## src/rtl/core/msc_pkg.sv

```systemverilog
// Shared constants, widths and gain table for the magnetometer sample conditioner.
// No dependencies.
package msc_pkg;

	localparam int AXES    = 3;
	localparam int AXIS_W  = 2;
	localparam int RAW_W   = 16;
	localparam int VAL_W   = 17;
	localparam int MAG_W   = 26;
	localparam int DIV_W   = 11;
	localparam int CNT_W   = 5;
	localparam int GAIN_W  = 3;
	localparam int CFG_W   = 3;
	localparam int CIDX_W  = 2;

	localparam logic [9:0] SCALE = 10'd1000;

	localparam logic signed [RAW_W-1:0] MIN_RESET = 16'sd2047;
	localparam logic signed [RAW_W-1:0] MAX_RESET = -16'sd2048;
	localparam logic signed [RAW_W-1:0] OVF_RAW   = -16'sd4096;
	localparam logic signed [RAW_W-1:0] SAT_POS   = 16'sh7FFF;
	localparam logic signed [RAW_W-1:0] SAT_NEG   = 16'sh8000;

	localparam logic [CIDX_W-1:0] CFG_GAIN_INDEX = 2'd0;
	localparam logic [CIDX_W-1:0] CFG_HARD_IRON  = 2'd1;

	localparam logic [AXIS_W-1:0] AXIS_X = 2'd0;
	localparam logic [AXIS_W-1:0] AXIS_Y = 2'd1;
	localparam logic [AXIS_W-1:0] AXIS_Z = 2'd2;

	function automatic logic [DIV_W-1:0] gain_divisor(input logic [GAIN_W-1:0] gain,
		input logic [AXIS_W-1:0] axis);
		logic [DIV_W-1:0] xy;
		logic [DIV_W-1:0] z;
		case (gain)
			3'd2:    begin xy = 11'd855; z = 11'd760; end
			3'd3:    begin xy = 11'd670; z = 11'd600; end
			3'd4:    begin xy = 11'd450; z = 11'd400; end
			3'd5:    begin xy = 11'd400; z = 11'd355; end
			3'd6:    begin xy = 11'd330; z = 11'd295; end
			3'd7:    begin xy = 11'd230; z = 11'd205; end
			default: begin xy = 11'd1100; z = 11'd980; end
		endcase
		return (axis == AXIS_Z) ? z : xy;
	endfunction

endpackage

```

## src/rtl/core/magnetometer_sample_conditioner.sv

```systemverilog
// Magnetometer sample conditioner: byte assembly, hard-iron offset, scaling, saturation.
// Depends on msc_pkg.
//
// One sample of six bytes is taken at a time; in_stall stays high while it is worked on.
// The three axes go in turn through one shared sequence: min/max update, midpoint,
// offset, multiply by 1000, a 26-step restoring divider (one quotient bit a cycle) and
// saturation; min/max update and offset take place only with hard-iron correction on.
// The output register is loaded with all three results once it is free or out_stall
// is low; it lets the next sample in while a result waits.
module magnetometer_sample_conditioner import msc_pkg::*; (
	input  logic                     clk,
	input  logic                     arst_n,
	input  logic                     cfg_we,
	input  logic [CIDX_W-1:0]        cfg_index,
	input  logic [CFG_W-1:0]         cfg_data,
	input  logic                     in_valid,
	output logic                     in_stall,
	input  logic [7:0]               x_high,
	input  logic [7:0]               x_low,
	input  logic [7:0]               z_high,
	input  logic [7:0]               z_low,
	input  logic [7:0]               y_high,
	input  logic [7:0]               y_low,
	output logic                     out_valid,
	input  logic                     out_stall,
	output logic signed [RAW_W-1:0]  x_field,
	output logic signed [RAW_W-1:0]  y_field,
	output logic signed [RAW_W-1:0]  z_field
);

	typedef enum logic [2:0] {
		S_IDLE, S_MINMAX, S_MID, S_SCALE, S_MUL, S_DIV, S_SAT, S_DONE
	} state_t;

	state_t                   state_q;
	logic [AXIS_W-1:0]        axis_q;
	logic [CNT_W-1:0]         cnt_q;
	logic [GAIN_W-1:0]        gain_q;
	logic                     hi_en_q;
	logic signed [RAW_W-1:0]  raw_q [AXES];
	logic signed [RAW_W-1:0]  min_q [AXES];
	logic signed [RAW_W-1:0]  max_q [AXES];
	logic signed [RAW_W-1:0]  res_q [AXES];
	logic signed [RAW_W-1:0]  mid_q;
	logic signed [VAL_W-1:0]  val_q;
	logic                     neg_q;
	logic [DIV_W-1:0]         div_q;
	logic [MAG_W-1:0]         quo_q;
	logic [DIV_W-1:0]         rem_q;
	logic                     out_valid_q;
	logic signed [RAW_W-1:0]  x_q, y_q, z_q;

	logic signed [RAW_W-1:0]  raw_cur, min_cur, max_cur;
	logic signed [VAL_W-1:0]  span, mid_full, val_next, val_abs;
	logic [MAG_W-1:0]         prod;
	logic [DIV_W:0]           rem_sh;
	logic                     rem_ge;
	logic [DIV_W:0]           rem_sub;
	logic signed [RAW_W-1:0]  sat_val;

	assign raw_cur  = raw_q[axis_q];
	assign min_cur  = min_q[axis_q];
	assign max_cur  = max_q[axis_q];
	assign span     = VAL_W'(max_cur) - VAL_W'(min_cur);
	assign mid_full = VAL_W'(max_cur) - (span >>> 1);
	assign val_next = hi_en_q ? (VAL_W'(raw_cur) - VAL_W'(mid_q)) : VAL_W'(raw_cur);
	assign val_abs  = val_q[VAL_W-1] ? -val_q : val_q;
	assign prod     = MAG_W'(val_abs[RAW_W-1:0]) * MAG_W'(SCALE);
	assign rem_sh   = {rem_q, quo_q[MAG_W-1]};
	assign rem_ge   = rem_sh >= {1'b0, div_q};
	assign rem_sub  = rem_sh - {1'b0, div_q};

	always_comb begin
		if (raw_cur == OVF_RAW) begin
			sat_val = SAT_NEG;
		end else if (neg_q) begin
			if (quo_q > MAG_W'(32768)) sat_val = SAT_NEG;
			else sat_val = RAW_W'(~quo_q[RAW_W-1:0] + 16'd1);
		end else begin
			if (quo_q > MAG_W'(32767)) sat_val = SAT_POS;
			else sat_val = quo_q[RAW_W-1:0];
		end
	end

	always_ff @(posedge clk or negedge arst_n) begin
		if (!arst_n) begin
			gain_q  <= 3'd1;
			hi_en_q <= 1'b1;
		end else if (cfg_we) begin
			unique case (cfg_index)
				CFG_GAIN_INDEX: gain_q  <= cfg_data;
				CFG_HARD_IRON:  hi_en_q <= cfg_data[0];
				default: ;
			endcase
		end
	end

	always_ff @(posedge clk or negedge arst_n) begin
		if (!arst_n) begin
			state_q     <= S_IDLE;
			axis_q      <= AXIS_X;
			cnt_q       <= '0;
			out_valid_q <= 1'b0;
			for (int i = 0; i < AXES; i++) begin
				min_q[i] <= MIN_RESET;
				max_q[i] <= MAX_RESET;
			end
		end else begin
			if (out_valid_q && !out_stall && state_q != S_DONE) out_valid_q <= 1'b0;
			unique case (state_q)
				S_IDLE: begin
					if (in_valid) begin
						raw_q[AXIS_X] <= {x_high, x_low};
						raw_q[AXIS_Y] <= {y_high, y_low};
						raw_q[AXIS_Z] <= {z_high, z_low};
						axis_q        <= AXIS_X;
						state_q       <= S_MINMAX;
					end
				end
				S_MINMAX: begin
					if (hi_en_q) begin
						if (raw_cur < min_cur) min_q[axis_q] <= raw_cur;
						if (raw_cur > max_cur) max_q[axis_q] <= raw_cur;
					end
					state_q <= S_MID;
				end
				S_MID: begin
					mid_q   <= mid_full[RAW_W-1:0];
					state_q <= S_SCALE;
				end
				S_SCALE: begin
					val_q   <= val_next;
					state_q <= S_MUL;
				end
				S_MUL: begin
					quo_q   <= prod;
					neg_q   <= val_q[VAL_W-1];
					div_q   <= gain_divisor(gain_q, axis_q);
					rem_q   <= '0;
					cnt_q   <= '0;
					state_q <= S_DIV;
				end
				S_DIV: begin
					rem_q <= rem_ge ? rem_sub[DIV_W-1:0] : rem_sh[DIV_W-1:0];
					quo_q <= {quo_q[MAG_W-2:0], rem_ge};
					cnt_q <= cnt_q + 1'b1;
					if (cnt_q == CNT_W'(MAG_W - 1)) state_q <= S_SAT;
				end
				S_SAT: begin
					res_q[axis_q] <= sat_val;
					if (axis_q == AXIS_Z) begin
						state_q <= S_DONE;
					end else begin
						axis_q  <= axis_q + 1'b1;
						state_q <= S_MINMAX;
					end
				end
				S_DONE: begin
					if (!out_valid_q || !out_stall) begin
						x_q         <= res_q[AXIS_X];
						y_q         <= res_q[AXIS_Y];
						z_q         <= res_q[AXIS_Z];
						out_valid_q <= 1'b1;
						state_q     <= S_IDLE;
					end
				end
				default: state_q <= S_IDLE;
			endcase
		end
	end

	assign in_stall  = (state_q != S_IDLE);
	assign out_valid = out_valid_q;
	assign x_field   = x_q;
	assign y_field   = y_q;
	assign z_field   = z_q;

endmodule

```

## config.mk

```make
export PLATFORM = sky130hd
export DESIGN_NAME = magnetometer_sample_conditioner
export DESIGN_NICKNAME = d
export VERILOG_FILES = /design/src/rtl/core/msc_pkg.sv /design/src/rtl/core/magnetometer_sample_conditioner.sv
export SDC_FILE = /design/constraint.sdc
export NUM_CORES = 1
export LEC_CHECK = 0
export BUFFER_PORTS_ARGS = -buffer_cell sky130_fd_sc_hd__buf_4
export CAP_MARGIN = 20
export CORE_MARGIN = 2
export CORE_UTILIZATION = 59
export CTS_BUF_LIST = sky130_fd_sc_hd__clkbuf_4
export DETAILED_ROUTE_END_ITERATION = 8
export PLACE_DENSITY = 0.77
export SLEW_MARGIN = 20
export SYNTH_ARGS = -nofsm -noshare
export SYNTH_HDL_FRONTEND = slang
export SYNTH_SLANG_ARGS = --single-unit
```

## constraint.sdc

```tcl
create_clock -name clk -period 7.75 [get_ports clk]
set_input_delay 0.775 -clock clk [delete_from_list [all_inputs] [get_ports clk]]
set_output_delay 0.775 -clock clk [all_outputs]
set_load 0.01 [all_outputs]
```

==> results by group, run 1 <==
Placement
  – HPWL Detailed: 28800 um
  – I/O Buffers: 107
  – Placer Congestion: 0.864

Clock network
  – Clock root buffer: clkbuf_4
  – TritonCTS Sinks: 337
  – CTS HTree Levels: 3
  – Max Root-Sink Buffers: 3
  – Worst skew pair latency: 780 ps
  – Post-CTS Setup Bufs: 0
  – Register clock-pin slew on the reported worst setup and hold paths: 70 ps
  – TritonCTS buffer count: 85
  – Hold Buf Count CTS: 0
  – CTS tree: yes
  – CTS resizes: 0

Critical path
  – Startpoint types: register
  – Crit Path Category: register to register
  – R2R cell count: 23
  – Critical-path maximum fanout: 6
  – Critical Path RT: 8200 ps
  – Critical Path AT: 7560 ps
  – Crit. End Element: register
  – Setup slack, reg-to-reg: 640 ps
  – FF-to-FF Start: val_q[0]
  – Worst r2r dst: quo_q[25]

Synthesis
  – Area contributors post-synth: edfxtp_1 (34%), ha_1 (9.2%), dfrtp_1 (7.7%), dfstp_2 (6.6%), fa_1 (5.3%)
  – Post-synth top area cell: edfxtp_1
  – Ys async rst share: 0.329
  – Post-synthesis cell count: 1717
  – Post-Syn Area: 19800 sq um
  – Post-synth EDFFs: 226
  – Yosys top cell area share: 0.343
  – Register bit total from synthesis: 337
  – Avg Cell Area, Syn: 11.5 sq um
  – Seq/Total Area, Yosys: 0.487
  – Synth unique cells: 68
  – Post-Syn Nets: 1972
  – Top FF cell, synth: edfxtp_1
  – Ys Warns: 0

Floorplanning
  – Core area: 33300 sq um
  – # rows: 67
  – I/O pin cnt: 108
  – Starting Density: 0.594
  – Die footprint: 35000 sq um
  – Die H: 187 um
  – Die X: 187 um

Layout
  – Area growth, synth to finish: 12.7%
  – FILL cells: 2448
  – Multi-input logic area: 9420 sq um
  – Nets: 2148
  – Layout cells sized above 1: 0.188
  – Register area: 9630 sq um

STA
  – Worst slew margin: 0.299
  – Final Hold Vio Count: 0
  – Setup Skew: 75.9 ps
  – Fmax: 0.141 GHz
  – Worst-Margin Slew: 1050 ps
  – Fin crit period: 7110 ps
  – Slew Viols, Final: 0
  – Fin crit share: 0.918
  – RSZ-0062 raised after global routing: false
  – Sum Neg Setup Slack: 0 ps
  – Setup violators final: 0

Global route
  – Grt ovf: 0
  – Largest net degree at the start of global routing: 63
  – GRT Util Overall: 0.234
  – First-pass GRT wire length: 66300 um
  – Initial antenna violation count: 3
  – Vias in the first global route: 13621

Route
  – Routed WL: 39800 um
  – DRT antenna net count: 0
  – DRC viols: 0
  – Vias/cell: 5.62
  – DR vias: 13549
  – TritonRoute pass-1 iters: 5
  – Wire per inst: 16.5 um
  – DR iter-0 viols: 688

Worst hold path
  – HP Class: primary input to async pin

Flow run
  – Max-cap viol count: 0

Status
  – Status: complete, no violations
cells in the mapped netlist, types with 12 or more instances:
cell	instances
a21o_1	28
a21oi_1	98
clkbuf_1	38
dfrtp_1	61
dfstp_2	50
edfxtp_1	226
fa_1	52
ha_1	145
inv_1	142
mux2_1	91
mux2_2	22
mux2i_1	59
nand2_1	110
nand2b_1	19
nand3_1	29
nor2_1	134
nor2b_1	22
nor3_1	27
o21a_1	12
o21ai_0	22
o21ai_1	57
or3_1	13
xnor2_1	51
xor2_1	32
registers in the layout, summed over array words and instances, names as in the netlist, 11 cells and up:
signal and flops:
max_q 48, min_q 48, x_field 16, val_q 17
y_field 16, raw_q 48, rem_q 11, quo_q 26
div_q 11, z_field 16, mid_q 16, res_q 48
per-layer routing:
metal  vias up  share of wire  global-route usage
met1      6517           0.41               0.283
met4         0          0.029              0.0885
li1       6574              -                   -
met2       382           0.51               0.414
met3        76          0.049              0.0462
met5         -              0                   0
critical path, stage by stage (launching register included):
cell and delay, ps:
edfxtp_1 510, inv_1 130, ha_1 180, nand2b_1 80, or4_1 410, or2_1 260
o41ai_1 310, xnor2_1 290, ha_1 370, inv_1 60, fa_1 560, fa_1 450
fa_1 510, inv_1 40, ha_1 330, and3_1 210, a221o_1 410, a2111oi_0 410
a21oi_1 190, a41o_1 310, or4_1 410, a31o_1 230, xnor2_1 130, o21ai_1 70
kinds of logic (layout without fill, tap and decap cells):
family          after synthesis  count (layout)  synth area share
other cells                   0               4                 0
fa+ha+maj                   199             199             0.145
compound gates              308             308            0.0971
flops                       337             337             0.487
mux                         172             172            0.0942
buf+inv                     197             439            0.0375
simple gates                421             421             0.102
xor+xnor                     83              83            0.0368
how the worst max path moves through the flow:
stage | startpoint | end | slack [ps] | cells after the start
3_3_place_gp | val_q[0] | quo_q[25] | 760 | 23
2_1_floorplan | val_q[0] | quo_q[25] | 1110 | 23
3_5_place_dp | val_q[0] | quo_q[25] | 600 | 23
4_1_cts | val_q[0] | quo_q[25] | 560 | 23
6_report | val_q[0] | quo_q[25] | 640 | 23
5_1_grt | val_q[0] | quo_q[25] | 80 | 23
cells in the final DEF (no fill, tap or decap), types with 6 or more instances in the layout:
| cell | n |
|---|---|
| o21a_1 | 12 |
| xnor2_1 | 51 |
| fa_1 | 52 |
| xor2_1 | 32 |
| inv_2 | 9 |
| o21ai_1 | 56 |
| a31oi_1 | 11 |
| mux2i_1 | 59 |
| mux2_1 | 91 |
| dfstp_2 | 50 |
| clkinv_1 | 20 |
| buf_4 | 136 |
| a311oi_1 | 11 |
| nand2_1 | 110 |
| a211oi_1 | 10 |
| clkbuf_4 | 122 |
| mux2_2 | 22 |
| o21ai_0 | 22 |
| ha_1 | 145 |
| nor4_1 | 7 |
| a21oi_1 | 98 |
| nand3_1 | 29 |
| dfrtp_1 | 59 |
| nand4_1 | 11 |
| and3_1 | 10 |
| a21o_1 | 28 |
| edfxtp_1 | 226 |
| nor2_1 | 133 |
| inv_1 | 142 |
| nor3_1 | 27 |
| or3_1 | 13 |
| or2_2 | 6 |
| nand2b_1 | 19 |
| nor2b_1 | 21 |
through the flow:
| step | instance area (sq um) | setup WS (ps) | instances | hold WS, ps | util |
|---|---|---|---|---|---|
| floorplan | 19800 | 1110 | 1717 | 400 | - |
| global placement | 21200 | 759 | 2254 | 400 | 0.637 |
| detailed placement | 21200 | 596 | 2254 | 405 | 0.637 |
| CTS | 22300 | 565 | 2407 | 11.9 | 0.670 |
| global route | 22300 | 75.6 | 2410 | 68.8 | 0.670 |
| finish | 22300 | 638 | 2411 | 56.7 | 0.670 |
final cells by class:
class                   instances  share of cell area
diodes                          4            0.000449
inverters                     150              0.0253
repair buffers                136              0.0458
well taps                     448              0.0251
flip-flops and latches        337               0.432
clock buffers                 122              0.0411
clock inverters                31             0.00758
multi-input cells            1183               0.423
Power of run 1 is not shown: default switching activity piles up to over one toggle a cycle in this logic, so the estimate is an artifact.
==> inputs of run 2 (changes only) <==
--- a/config.mk
+++ b/config.mk
@@ -8,10 +8,10 @@
 export BUFFER_PORTS_ARGS = -buffer_cell sky130_fd_sc_hd__buf_4
 export CAP_MARGIN = 20
 export CORE_MARGIN = 2
-export CORE_UTILIZATION = 59
+export CORE_UTILIZATION = 50
 export CTS_BUF_LIST = sky130_fd_sc_hd__clkbuf_4
 export DETAILED_ROUTE_END_ITERATION = 8
-export PLACE_DENSITY = 0.77
+export PLACE_DENSITY = 0.67
 export SLEW_MARGIN = 20
 export SYNTH_ARGS = -nofsm -noshare
 export SYNTH_HDL_FRONTEND = slang
==> run 2 against run 1 <==
Against the previous run: die area grew 18%; wire length grew 3.7%; non-clock buffer count grew 1; flip-flop and latch count is the same; setup slack lost 42 ps; first-iteration DRC count shrank 0.15%; fmax shrank 0.59%; final area grew 0.83%; critical path type unchanged; largest cell class unchanged; highest routed layer unchanged.
==> results by group, run 2 (synthesis results as in run 1) <==
Status
  – Status: complete, no violations

Route
  – DRT antenna net count: 0
  – DRC viols: 0
  – Wire per inst: 16.6 um
  – DR iter-0 viols: 687
  – Routed WL: 41300 um
  – Vias/cell: 5.38
  – TritonRoute pass-1 iters: 5
  – DR vias: 13397

Global route
  – Vias in the first global route: 13675
  – Initial antenna violation count: 1
  – Largest net degree at the start of global routing: 61
  – First-pass GRT wire length: 67600 um
  – Grt ovf: 0
  – GRT Util Overall: 0.206

Critical path
  – FF-to-FF Start: val_q[0]
  – Max incr delay on CP: 560 ps
  – Worst r2r dst: quo_q[25]
  – Critical Path RT: 8220 ps
  – Top delay family on crit path: adder cells
  – Critical path origin: val_q[0]
  – Critical Path AT: 7620 ps
  – R2R cell count: 23
  – Worst path cell trace: inv_1 -> ha_1 -> nand2b_1 -> or4_1 -> or2_1 -> o41ai_1 -> xnor2_1 -> ha_1 -> inv_1 -> fa_1 -> fa_1 -> fa_1 -> inv_1 -> ha_1 -> and3_1 -> a221o_1 -> a2111oi_0 -> a21oi_1 -> a41o_1 -> or4_1 -> a31o_1 -> xnor2_1 -> o21ai_1
  – Cell depth of the worst setup path: 23
  – Crit Path Category: register to register
  – Crit. End Element: register
  – Setup crit end: quo_q[25]
  – Startpoint types: register
  – WP buf/inv: 3
  – Critical-path maximum fanout: 6
  – Setup slack, reg-to-reg: 600 ps
  – CP max stage cell: fa_1

STA
  – Worst-Margin Slew: 1070 ps
  – Setup violators final: 0
  – RSZ-0062 raised after global routing: false
  – Fin crit period: 7150 ps
  – Final Hold Vio Count: 0
  – Fmax: 0.140 GHz
  – Slew Viols, Final: 0
  – Worst slew margin: 0.282
  – Setup Skew: 40.0 ps
  – Sum Neg Setup Slack: 0 ps
  – Fin crit share: 0.923

Floorplanning
  – Starting Density: 0.509
  – # rows: 72
  – Die X: 203 um
  – Die H: 203 um
  – I/O pin cnt: 108
  – Core area: 38800 sq um
  – Die footprint: 41200 sq um

Clock network
  – Register clock-pin slew on the reported worst setup and hold paths: 70 ps
  – TritonCTS Sinks: 337
  – Worst skew pair latency: 770 ps
  – Max Root-Sink Buffers: 3
  – Hold Buf Count CTS: 0
  – CTS resizes: 0
  – CTS tree: yes
  – Clock root buffer: clkbuf_4
  – Post-CTS Setup Bufs: 0
  – TritonCTS buffer count: 87
  – CTS HTree Levels: 3

Flow run
  – Max-cap viol count: 0

Layout
  – Layout cells sized above 1: 0.197
  – Nets: 2151
  – Area growth, synth to finish: 13.7%
  – Multi-input logic area: 9420 sq um
  – FILL cells: 3257
  – Register area: 9630 sq um
  – Final Cell Area: 22500 sq um
  – Commonest non-fill, non-tap cell in the layout: edfxtp_1
  – Most frequent cells in the layout: edfxtp_1 (226), ha_1 (145), clkbuf_4 (143), inv_1 (142), buf_4 (137)

Placement
  – Placer Congestion: 0.853
  – I/O Buffers: 107
  – Dpl cell area: 21300 sq um
  – HPWL Detailed: 29700 um

Worst hold path
  – HP Class: primary input to async pin
run 2: changes by cell type in the layout (fill, tap and decap cells not counted), sizes merged:
cell	previous run	this run
clkbuf	122	143
clkinv	27	14
diode	4	1
buf	136	137
bufinv	1	0
clkinvlp	0	1
inv	153	154
run 2: worst min path at each step:
stage / start / endpoint / cells after the start
global route: arst_n / min_q[29] / 1
CTS: arst_n / min_q[29] / 1
floorplan: res_q[0][0] / x_field[0] / 0
detailed placement: res_q[0][12] / x_field[12] / 0
global placement: res_q[2][3] / z_field[3] / 0
finish: arst_n / min_q[29] / 1
run 2: worst reg2reg max path: stages (launching register included):
cell       delay (ps)
edfxtp_1          490
inv_1             130
ha_1              170
nand2b_1           70
or4_1             430
or2_1             270
o41ai_1           320
xnor2_1           300
ha_1              370
inv_1              60
fa_1              560
fa_1              450
fa_1              510
inv_1              40
ha_1              320
and3_1            200
a221o_1           390
a2111oi_0         430
a21oi_1           190
a41o_1            300
or4_1             410
a31o_1            230
xnor2_1           130
o21ai_1            90
run 2: metal layers:
metal / vias to the layer above / global-route usage / wire, um
met3: 86 / 0.0400 / 1680
met2: 281 / 0.361 / 20500
met4: 0 / 0.0865 / 1390
met5: - / 0 / 0
met1: 6461 / 0.248 / 17700
li1: 6569 / - / -
run 2: area by class of cell:
| type | instances | area share |
|---|---|---|
| Timing Repair Buffer | 137 | 0.0458 |
| Multi-Input combinational cell | 1183 | 0.419 |
| Antenna cell | 1 | 0.000111 |
| Sequential cell | 337 | 0.428 |
| Tap cell | 518 | 0.0288 |
| Clock buffer | 143 | 0.0478 |
| Clock inverter | 19 | 0.00484 |
| Inverter | 150 | 0.0251 |
run 2: metrics by stage:
step	instances	hold slack (ps)	setup slack (ps)	util
4_1_cts	2487	4.25	538	0.579
3_3_place_gp	2325	401	739	0.548
6_report	2488	64.3	596	0.579
3_5_place_dp	2325	405	530	0.548
5_1_grt	2488	59.3	115	0.579
2_1_floorplan	1717	400	1110	-
Power of run 2 is left out for the same reason.
